`src/rtl/tdf_pkg.sv`:
```
`default_nettype none

package tdf_pkg;

  localparam int FACTOR_W      = 32;
  localparam int COUNT_W       = 33;
  localparam int MAX_RESULTS   = 32;
  localparam int KW            = $clog2(MAX_RESULTS);
  localparam int FIRST_DIVISOR = 2;
  localparam int PRIME_EXIT_MIN = 5;

  // controller -> datapath
  typedef struct packed {
    logic load;         // capture a new number
    logic div_start;    // launch remaining / divisor
    logic inc_div;      // divisor + 1
    logic emit_factor;  // push divisor as a factor, remaining <= quotient
    logic emit_last;    // push the final word
  } cmd_t;

  // datapath -> controller
  typedef struct packed {
    logic tiny;      // number below two
    logic div_done;  // quotient and remainder ready
    logic done_loop; // divisor exceeds quotient
    logic rem_zero;  // divisor divides remaining
    logic cap;       // factor slots used up
    logic out_free;  // output register can take a word
  } st_t;

endpackage

`default_nettype wire

```
`src/rtl/tdf_divider.sv`:
```
`default_nettype none

// Restoring divider, one quotient bit per cycle.
module tdf_divider #(
  parameter int W = 32
) (
  input  wire logic         clk_i,
  input  wire logic         rst_ni,
  input  wire logic         start_i,
  input  wire logic [W-1:0] dividend_i,
  input  wire logic [W-1:0] divisor_i,
  output logic              done_o,
  output logic [W-1:0]      quotient_o,
  output logic [W-1:0]      remainder_o
);

  localparam int CntW = (W > 1) ? $clog2(W) : 1;

  logic            busy_q;
  logic            done_q;
  logic [CntW-1:0] cnt_q;
  logic [W-1:0]    acc_q;
  logic [W-1:0]    quo_q;

  logic [W:0]      trial;
  logic [W:0]      diff;
  logic            fits;

  assign trial = {acc_q, quo_q[W-1]};
  assign diff  = trial - {1'b0, divisor_i};
  assign fits  = (trial >= {1'b0, divisor_i});

  always_ff @(posedge clk_i or negedge rst_ni) begin
    if (!rst_ni) begin
      busy_q <= 1'b0;
      done_q <= 1'b0;
      cnt_q  <= '0;
    end else begin
      done_q <= 1'b0;
      if (start_i) begin
        busy_q <= 1'b1;
        cnt_q  <= '0;
      end else if (busy_q) begin
        cnt_q <= cnt_q + CntW'(1);
        if (cnt_q == CntW'(W - 1)) begin
          busy_q <= 1'b0;
          done_q <= 1'b1;
        end
      end
    end
  end

  always_ff @(posedge clk_i) begin
    if (start_i) begin
      acc_q <= '0;
      quo_q <= dividend_i;
    end else if (busy_q) begin
      acc_q <= fits ? diff[W-1:0] : trial[W-1:0];
      quo_q <= {quo_q[W-2:0], fits};
    end
  end

  assign done_o      = done_q;
  assign quotient_o  = quo_q;
  assign remainder_o = acc_q;

endmodule

`default_nettype wire

```
`src/rtl/tdf_datapath.sv`:
```
`default_nettype none

module tdf_datapath #(
  parameter int NUM_WIDTH = 32
) (
  input  wire logic                         clk_i,
  input  wire logic                         rst_ni,
  input  wire tdf_pkg::cmd_t                cmd_i,
  input  wire logic [NUM_WIDTH-1:0]         number_i,
  input  wire logic                         out_stall_i,
  output tdf_pkg::st_t                      st_o,
  output logic                              out_valid_o,
  output logic [tdf_pkg::FACTOR_W-1:0]      factor_o,
  output logic                              is_last_o,
  output logic [tdf_pkg::COUNT_W-1:0]       loop_count_o
);

  localparam int WideW = ((NUM_WIDTH > tdf_pkg::COUNT_W) ? NUM_WIDTH : tdf_pkg::COUNT_W) + 1;

  logic [NUM_WIDTH-1:0]        rem_val_q;
  logic [NUM_WIDTH-1:0]        div_q;
  logic [tdf_pkg::KW-1:0]      k_q;
  logic                        found_q;
  logic                        big_q;
  logic                        tiny_q;

  logic                        out_valid_q;
  logic [tdf_pkg::FACTOR_W-1:0] factor_q;
  logic                        last_q;
  logic [tdf_pkg::COUNT_W-1:0] count_q;

  logic                        div_done;
  logic [NUM_WIDTH-1:0]        quo;
  logic [NUM_WIDTH-1:0]        rmd;

  logic [WideW-1:0]            wide_rem;
  logic [WideW-1:0]            wide_div;
  logic [WideW-1:0]            wide_sum;
  logic [tdf_pkg::COUNT_W-1:0] final_count;

  tdf_divider #(.W(NUM_WIDTH)) u_div (
    .clk_i       (clk_i),
    .rst_ni      (rst_ni),
    .start_i     (cmd_i.div_start),
    .dividend_i  (rem_val_q),
    .divisor_i   (div_q),
    .done_o      (div_done),
    .quotient_o  (quo),
    .remainder_o (rmd)
  );

  // final count: 0 below two, prime exit gives the divisor, else factors + 1 + remaining - 2
  assign wide_rem = WideW'(rem_val_q);
  assign wide_div = WideW'(div_q);
  assign wide_sum = wide_rem + WideW'(k_q) - WideW'(1);

  always_comb begin
    if (tiny_q) begin
      final_count = '0;
    end else if (!found_q && big_q) begin
      final_count = wide_div[tdf_pkg::COUNT_W-1:0];
    end else begin
      final_count = wide_sum[tdf_pkg::COUNT_W-1:0];
    end
  end

  always_ff @(posedge clk_i) begin
    if (cmd_i.load) begin
      rem_val_q <= number_i;
      div_q     <= NUM_WIDTH'(tdf_pkg::FIRST_DIVISOR);
      k_q       <= '0;
      found_q   <= 1'b0;
      big_q     <= (number_i >= NUM_WIDTH'(tdf_pkg::PRIME_EXIT_MIN));
      tiny_q    <= (number_i < NUM_WIDTH'(tdf_pkg::FIRST_DIVISOR));
    end else if (cmd_i.inc_div) begin
      div_q <= div_q + NUM_WIDTH'(1);
    end else if (cmd_i.emit_factor) begin
      rem_val_q <= quo;
      k_q       <= k_q + tdf_pkg::KW'(1);
      found_q   <= 1'b1;
    end
  end

  always_ff @(posedge clk_i or negedge rst_ni) begin
    if (!rst_ni) begin
      out_valid_q <= 1'b0;
    end else if (cmd_i.emit_factor || cmd_i.emit_last) begin
      out_valid_q <= 1'b1;
    end else if (!out_stall_i) begin
      out_valid_q <= 1'b0;
    end
  end

  always_ff @(posedge clk_i) begin
    if (cmd_i.emit_factor) begin
      factor_q <= wide_div[tdf_pkg::FACTOR_W-1:0];
      last_q   <= 1'b0;
      count_q  <= '0;
    end else if (cmd_i.emit_last) begin
      factor_q <= wide_rem[tdf_pkg::FACTOR_W-1:0];
      last_q   <= 1'b1;
      count_q  <= final_count;
    end
  end

  assign st_o.tiny      = tiny_q;
  assign st_o.div_done  = div_done;
  assign st_o.done_loop = (div_q > quo);
  assign st_o.rem_zero  = (rmd == '0);
  assign st_o.cap       = (k_q == tdf_pkg::KW'(tdf_pkg::MAX_RESULTS - 1));
  assign st_o.out_free  = !out_valid_q || !out_stall_i;

  assign out_valid_o  = out_valid_q;
  assign factor_o     = factor_q;
  assign is_last_o    = last_q;
  assign loop_count_o = count_q;

endmodule

`default_nettype wire

```
`src/rtl/tdf_ctrl.sv`:
```
`default_nettype none

module tdf_ctrl (
  input  wire logic          clk_i,
  input  wire logic          rst_ni,
  input  wire logic          in_valid_i,
  output logic               in_stall_o,
  input  wire tdf_pkg::st_t  st_i,
  output tdf_pkg::cmd_t      cmd_o
);

  typedef enum logic [4:0] {
    S_IDLE  = 5'b00001,
    S_START = 5'b00010,
    S_DIV   = 5'b00100,
    S_EMIT  = 5'b01000,
    S_FINAL = 5'b10000
  } state_e;

  state_e state_q;
  state_e state_d;

  always_comb begin
    state_d = state_q;
    cmd_o   = '0;
    unique case (state_q)
      S_IDLE: begin
        if (in_valid_i) begin
          cmd_o.load = 1'b1;
          state_d    = S_START;
        end
      end
      S_START: begin
        if (st_i.tiny) begin
          state_d = S_FINAL;
        end else begin
          cmd_o.div_start = 1'b1;
          state_d         = S_DIV;
        end
      end
      S_DIV: begin
        if (st_i.div_done) begin
          if (st_i.done_loop) begin
            state_d = S_FINAL;
          end else if (st_i.rem_zero) begin
            state_d = st_i.cap ? S_FINAL : S_EMIT;
          end else begin
            cmd_o.inc_div = 1'b1;
            state_d       = S_START;
          end
        end
      end
      S_EMIT: begin
        if (st_i.out_free) begin
          cmd_o.emit_factor = 1'b1;
          state_d           = S_START;
        end
      end
      S_FINAL: begin
        if (st_i.out_free) begin
          cmd_o.emit_last = 1'b1;
          state_d         = S_IDLE;
        end
      end
      default: begin
        state_d = S_IDLE;
      end
    endcase
  end

  always_ff @(posedge clk_i or negedge rst_ni) begin
    if (!rst_ni) begin
      state_q <= S_IDLE;
    end else begin
      state_q <= state_d;
    end
  end

  assign in_stall_o = (state_q != S_IDLE);

endmodule

`default_nettype wire

```
`src/rtl/trial_division_factorizer_unit.sv`:
```
`default_nettype none

// Flow: each trial division runs the bit-serial divider (one quotient bit a cycle), and
//   each factor word takes an emit step; the final word follows the last division
//   (no division is run for a number below two). Output stalls can hold each word.
// Throughput: one number at a time, the next taken in the cycle after the final word is
//   loaded; up to ~65536 divisions for 32-bit inputs. Reset: rst_ni async, active low.
module trial_division_factorizer_unit #(
  parameter int NUM_WIDTH = 32
) (
  input  wire logic                            clk_i,
  input  wire logic                            rst_ni,
  // number in
  input  wire logic                            in_valid_i,
  output logic                                 in_stall_o,
  input  wire logic [NUM_WIDTH-1:0]            number_i,
  // factor words out
  output logic                                 out_valid_o,
  input  wire logic                            out_stall_i,
  output logic [tdf_pkg::FACTOR_W-1:0]         factor_o,
  output logic                                 is_last_o,
  output logic [tdf_pkg::COUNT_W-1:0]          loop_count_o
);

  tdf_pkg::cmd_t cmd;
  tdf_pkg::st_t  st;

  // Sequencer: divide remaining by divisor, then either exit (divisor above
  // quotient, or factor slots used up), divide out the factor, or bump the divisor.
  tdf_ctrl u_ctrl (
    .clk_i      (clk_i),
    .rst_ni     (rst_ni),
    .in_valid_i (in_valid_i),
    .in_stall_o (in_stall_o),
    .st_i       (st),
    .cmd_o      (cmd)
  );

  // Working registers, divider and the output register. The output register
  // lets a new number be taken while the last word still waits.
  tdf_datapath #(.NUM_WIDTH(NUM_WIDTH)) u_dp (
    .clk_i        (clk_i),
    .rst_ni       (rst_ni),
    .cmd_i        (cmd),
    .number_i     (number_i),
    .out_stall_i  (out_stall_i),
    .st_o         (st),
    .out_valid_o  (out_valid_o),
    .factor_o     (factor_o),
    .is_last_o    (is_last_o),
    .loop_count_o (loop_count_o)
  );

`ifndef SYNTHESIS
  // a non-final factor word means the number is still being worked on
  a_mid_word_busy: assert property (@(posedge clk_i) disable iff (!rst_ni)
    out_valid_o && !is_last_o |-> in_stall_o)
    else $error("intermediate factor while idle");

  // loop count only on the final word
  a_count_only_last: assert property (@(posedge clk_i) disable iff (!rst_ni)
    out_valid_o && !is_last_o |-> loop_count_o == '0)
    else $error("loop count on non-final word");

  // divided-out factors are never below two
  a_factor_min: assert property (@(posedge clk_i) disable iff (!rst_ni)
    out_valid_o && !is_last_o |-> factor_o >= tdf_pkg::FACTOR_W'(tdf_pkg::FIRST_DIVISOR))
    else $error("factor below two");

  // taking a number makes the block busy
  a_busy_after_accept: assert property (@(posedge clk_i) disable iff (!rst_ni)
    in_valid_i && !in_stall_o |=> in_stall_o)
    else $error("not busy after accept");
`endif

endmodule

`default_nettype wire
```
`config.mk`:
```
export PLATFORM = sky130hd
export DESIGN_NAME = trial_division_factorizer_unit
export DESIGN_NICKNAME = d
export VERILOG_FILES = /design/src/rtl/tdf_pkg.sv /design/src/rtl/tdf_divider.sv /design/src/rtl/tdf_datapath.sv /design/src/rtl/tdf_ctrl.sv /design/src/rtl/trial_division_factorizer_unit.sv
export SDC_FILE = /design/constraint.sdc
export NUM_CORES = 1
export LEC_CHECK = 0
export ABC_AREA = 1
export BUFFER_PORTS_ARGS = -buffer_cell sky130_fd_sc_hd__buf_2
export CAP_MARGIN = 20
export CORE_ASPECT_RATIO = 0.7
export CORE_MARGIN = 2
export CORE_UTILIZATION = 57
export DETAILED_ROUTE_END_ITERATION = 10
export HOLD_SLACK_MARGIN = 0.15
export PLACE_DENSITY = 0.76
export SLEW_MARGIN = 0
export SYNTH_ARGS = -nofsm -noshare
export SYNTH_HDL_FRONTEND = slang
export SYNTH_HIERARCHICAL = 1
export SYNTH_SLANG_ARGS = --single-unit
```
`constraint.sdc`:
```
create_clock -name clk_i -period 4.29 [get_ports clk_i]
set_input_delay 0.2145 -clock clk_i [delete_from_list [all_inputs] [get_ports clk_i]]
set_output_delay 0.2145 -clock clk_i [all_outputs]
set_load 0.01 [all_outputs]
```
== Yosys cells after proc, flatten, opt, wreduce, memory -nomap -nowiden ==
Cells that the tools add are included.
Word-level totals
  register bits: 215
  input bits: 36
  output and inout bits: 68
  word-level logic and storage cells: 94
Operators by class
  add/subtract/negate cells: 6
  magnitude comparators: 4
  equal/unequal tests: 14
  muxes and demuxes: 40
  bitwise gates (word level): 1
  reductions and logical operators: 13
Operators by type and width (number)
  2-to-1 mux 32 bit: 8
  2-to-1 mux 33 bit: 2
  2-to-1 mux 5 bit: 10
  adder 32 x 5 -> 33 bit: 1
  >= comparator 33 x 32 -> 1 bit: 1
  subtractor 33 x 1 -> 33 bit (second input constant): 1
  adder 32 x 1 -> 32 bit (second input constant): 1
  >= comparator 32 x 3 -> 1 bit (second input constant): 1
  > comparator 32 bit: 1
  zero test 32 bit: 1
  less-than comparator 32 x 2 -> 1 bit (second input constant): 1
  subtractor 32 bit: 1
  case mux 5 bit (5 select lines): 1
  2-to-1 mux 1 bit: 19
  equality test 5 bit (second input constant): 3
  adder 5 x 1 -> 5 bit (second input constant): 2
  inequality test 2 x 1 -> 1 bit (second input constant): 3
  inequality test 2 bit (second input constant): 3
  nonzero test 2 bit: 3
  equality test 5 x 1 -> 1 bit (second input constant): 1
  equality test 5 x 2 -> 1 bit (second input constant): 1
  equality test 5 x 3 -> 1 bit (second input constant): 1
  equality test 5 x 4 -> 1 bit (second input constant): 1
  inequality test 5 x 1 -> 1 bit (second input constant): 1
  other kinds (6): 10

== Longest topological paths before layout ==
  depth after elaboration: 7
  gate-level depth with buffers: 21
  depth with buffers taken out: 20

== By module ==
Netlist, hierarchy kept.
Modules (own cells, without submodules)
  tdf_datapath: instances 1, cells each 1392, area an instance 9497.9 um2, sequential area each 3448.3 um2
  tdf_divider: instances 1, cells each 953, area an instance 5871.9 um2, sequential area each 1776.7 um2
  tdf_ctrl: instances 1, cells each 56, area an instance 372.9 um2, sequential area each 126.4 um2

== Least setup slack after synthesis ==
Ideal clock, no wire load.
  path kind: register to register
  start point: register u_dp.div_q[15]
  end point: register u_dp.rem_val_q[0], enable pin
  library setup time: 0.389 ns
  data arrival time: 2.631 ns
  data required time: 3.901 ns
  slack: 1.269 ns
  cell stages (with the launch flop): 15
  buffers on the path: 1
  period minus slack after synthesis: 3.021 ns
  cell sequence: dfxtp_1 ha_1 nand2_1 inv_1 nand3_1 nor2_1 inv_1 o21ai_0 nand2_1 a21oi_1 nor4_1 buf_4 nor2_1 inv_1 nand2_1
RTL lines
  from (decl): RTL line tdf_datapath.sv:21  | logic [NUM_WIDTH-1:0] div_q;
  from (signal assigned): RTL line tdf_datapath.sv:70  | div_q <= NUM_WIDTH'(tdf_pkg::FIRST_DIVISOR);
  from (signal assigned): RTL line tdf_datapath.sv:76  | div_q <= div_q + NUM_WIDTH'(1);
  to (signal assigned): RTL line tdf_datapath.sv:69  | rem_val_q <= number_i;
  to (signal assigned): RTL line tdf_datapath.sv:78  | rem_val_q <= quo;
  to (decl): RTL line tdf_datapath.sv:20  | logic [NUM_WIDTH-1:0] rem_val_q;

==> impl_summary.md <==
Run status
The run finished with clean final reports.

STA
The number of failing setup endpoints in the final timing report is 0. Setup repair after global routing left no endpoint under its margin. The worst pin sits at a relative slew slack of 0.3625. The smallest setup slack after layout is 0.8361 ns.

The total count of max-transition violations in the final report is 0. The total negative slack for setup checks is 0 ns. At the pin with the least slew margin, the transition time is 0.9475 ns. The clock arrives with 0.01500 ns of skew. The smallest clock period supported by the final layout is computed as 3.454 ns. The final period utilization is 0.8051.

The timing-limited maximum frequency is 289.5 MHz. The number of endpoints with negative hold slack in the final report is 0.

CTS
The clock latency at the later pin of the worst-skew pair is 0.52 ns. The quantity of gates resized following cts is 0. After clock tree synthesis, the flow added hold-fix buffers numbering 37. The CTS buffer count is 23. After clock tree synthesis, the setup repair step added 0 buffers.

The cell sitting at the root of the clock tree is a clkbuf_16. The TritonCTS clock tree is yes. The buffer levels on the longest clock path is 3. CTS saw 215 sinks. The clock-pin slew of the registers on the worst-case setup and hold paths is 0.07 ns.

CTS built an H-tree with a depth of 1.

Setup path
The kind of cell adding the most delay to the critical path is buffers and inverters. The startpoint class of the critical path is a flop. The internal reg-to-reg setup slack is 0.84 ns. On the critical path, the stage with the largest delay is an instance of dfxtp_1. Of all nets on the critical path, the largest fanout is 32. The critical path launch point is u_dp/div_q[0]. The end of the worst register-to-register path is u_dp/rem_val_q[24]. The critical path goes through inv_1 -> ha_1 -> inv_1 -> a21oi_1 -> o21ai_0 -> a21oi_1 -> o21ai_0 -> nand2_1 -> a21oi_1 -> nor4_2 -> buf_4 -> nor2_1 -> inv_1 -> nand2_1 -> buf_4. In this run the worst setup path terminates at u_dp/rem_val_q[24]. Data on the critical path is required at its endpoint by 4.45 ns. The critical path contains buffers and inverters numbering 5 combined.

The endpoint kind of the worst setup timing path is a flop. The largest incremental delay on the critical path is 0.41 ns. Data on the critical path arrives at its endpoint at 3.61 ns. The launch instance of the worst register-to-register path is u_dp/div_q[0]. The number of cells on the worst reg-to-reg path is 15. Counting buffers and inverters, the worst setup path is 15 cells deep. The worst setup path is of the flop to flop kind.

Power
IR analysis of the VDD net gives a maximum drop of 0.3387 mV. The cell leakage power is 9.107 nW. The power per cell area is 708.7 nW/um^2.

Synthesis
The share of synthesized flip-flops with an asynchronous set or reset is 0.06047. The total standard cell area after synthesis is 15,740 sq um. The count of flip-flops with a built-in enable after synthesis is 98. The total nets after synthesis is 2,544. Of the post-synthesis cell area, the dominant cell type holds 0.2010.

The count of state elements after synthesis is 215. Ranked by total cell area, the synthesized netlist is headed by nand2_1, edfxtp_1, dfxtp_1. Averaged over all synthesized cells, the footprint is 6.557 sq um. The leading cell type by number of instances after synthesis is nand2_1. During synthesis, Yosys emitted a total of 6 warnings.

Counting distinct cell types in the post-synthesis netlist gives 48. Of the synthesized area, sequential elements account for 0.3399. The cell count after synthesis came out at 2,401. The dominant register cell in the synthesized netlist is dfxtp_1. The commonest cells after synthesis are nand2_1, inv_1, nor2_1.

The leading area contributor after synthesis is nand2_1.

Detailed routing
The post-detailed-route via-to-cell ratio is 5.498. The final routed wire length divided by cell count is 17.55 um. The number of design-rule violations left by the first detailed-router iteration is 2,048. After detailed routing, the number of remaining DRC violations is 0.

The remaining antenna violation count is 0. Summed over all layers, the routed wires come to 51,050 um. The total number of vias is 15,990.

The total iterations of the first detailed-routing run is 6.

Place
The HPWL after detailed placement is 39,450 um. At the placement stage, the worst setup path has a slack of 0.8963 ns. At the end of routability-driven placement, the weighted congestion stood at 0.9736. Port buffering added 103 buffers.

Floorplan
The total area inside the core boundary comes to 26,960 sq um. The total die area is 28,990 sq um. The die span in y is 143.0 um. 104 I/O pins were placed.

The initialized floorplan defines 50 standard-cell rows. For this configuration, the core starts out at a cell density of 0.5839. In this run the horizontal extent of the chip is 202.6 um.

Global routing
The global-route usage over all layers is 0.3474. The first global-routing pass estimated 78,830 um of wire. The via count of the first global-routing pass came to 14,410.

The initial antenna violation count was 0. The remaining global-route overflow is 0. Entering global routing, the biggest net connects 82 pins.

Job
Max-cap violations in this run came to 0.

Cells and area
The final design utilization is 0.6589. The number of filler cells placed in the layout is 2,466. The net count of the finished layout is 2,672.

The share of cells above drive strength 1 is 0.08409. The area used by multi-input combinational logic is 8464 sq um. The number of antenna diodes is 0. The layout overhead on the synthesized area is 12.85%. The area of all sequential standard cells is 5351 sq um.

Hold path
The class of the tightest hold or removal check is input port to asynchronous set/reset pin.
-- routing by layer --
metal  track usage  vias to the layer above  share of wire
li1              -                     7803              -
met5             0                        -              0
met1        0.5228                     7247           0.46
met2        0.5097                      879           0.41
met4       0.06608                        0          0.017
met3       0.07668                       64           0.12
-- report_power, final --
group / internal (mW) / leakage, nW / switching, mW
logic: 2.38 / 6.82 / 4.81
clock network: 1.13 / 0.348 / 0.875
registers: 2.96 / 1.94 / 0.429
total: 6.47 / 9.11 / 6.12
-- cell type report --
| class | count | area share |
|---|---|---|
| tap | 364 | 0.02564 |
| multi-input combinational | 1681 | 0.4764 |
| inverter | 449 | 0.09487 |
| clock inverter | 13 | 0.007677 |
| timing repair buffer | 159 | 0.06014 |
| clock buffer | 28 | 0.03402 |
| sequential | 215 | 0.3012 |
-- sequential cells by signal (all words and copies together) (netlist names) --
signal,cells
u_dp/k_q,5
u_dp/div_q,32
u_dp/u_div/remainder_o,32
u_dp/u_div/quotient_o,32
u_dp/is_last_o,1
u_dp/loop_count_o,33
u_ctrl/state_q,5
u_dp/tiny_q,1
u_dp/u_div/busy_q,1
u_dp/u_div/cnt_q,5
u_dp/factor_o,32
u_dp/out_valid_o,1
u_dp/big_q,1
u_dp/rem_val_q,32
u_dp/found_q,1
u_dp/u_div/done_o,1
-- worst min-delay path by stage --
stage	from	slack, ns	to
finish	rst_ni	0.18	u_ctrl/state_q[0]
global route	rst_ni	0.20	u_ctrl/state_q[0]
CTS	rst_ni	0.17	u_ctrl/state_q[0]
detailed placement	rst_ni	0.12	u_dp/out_valid_o
global placement	rst_ni	0.12	u_dp/out_valid_o
floorplan	rst_ni	-0.08	u_ctrl/state_q[1]
-- cell usage in the layout (no fill, tap or decap), drive strengths merged, types with 24 or more instances in the layout --
cell         netlist  routed
a21oi            105     105
buf               18     122
clkbuf            38      28
dfxtp            104     104
dlygate4sd3        0      37
edfxtp            98      98
ha               105     105
inv              446     447
nand2            851     851
nand3            157     157
nand4             31      31
nor2             179     179
nor3              24      24
o21ai            125     125
-- stage by stage --
stage	cell area, sq um	hold WS [ns]	cells	total power, mW
2_1_floorplan	15740	-0.08109	2401	8.478
3_3_place_gp	16600	0.1157	2829	10.11
3_5_place_dp	16600	0.1220	2829	10.28
4_1_cts	17710	0.1674	2907	12.36
5_1_grt	17770	0.1958	2909	13.60
6_report	17770	0.1797	2909	12.59
-- logic make-up after synthesis --
family	share of synthesized area
compound gates	0.08544
xor+xnor	0.02114
fa+ha+maj	0.08600
buf+inv	0.1242
flops	0.3399
simple gates	0.3433
Note: power is estimated with default switching activity, not from simulation.
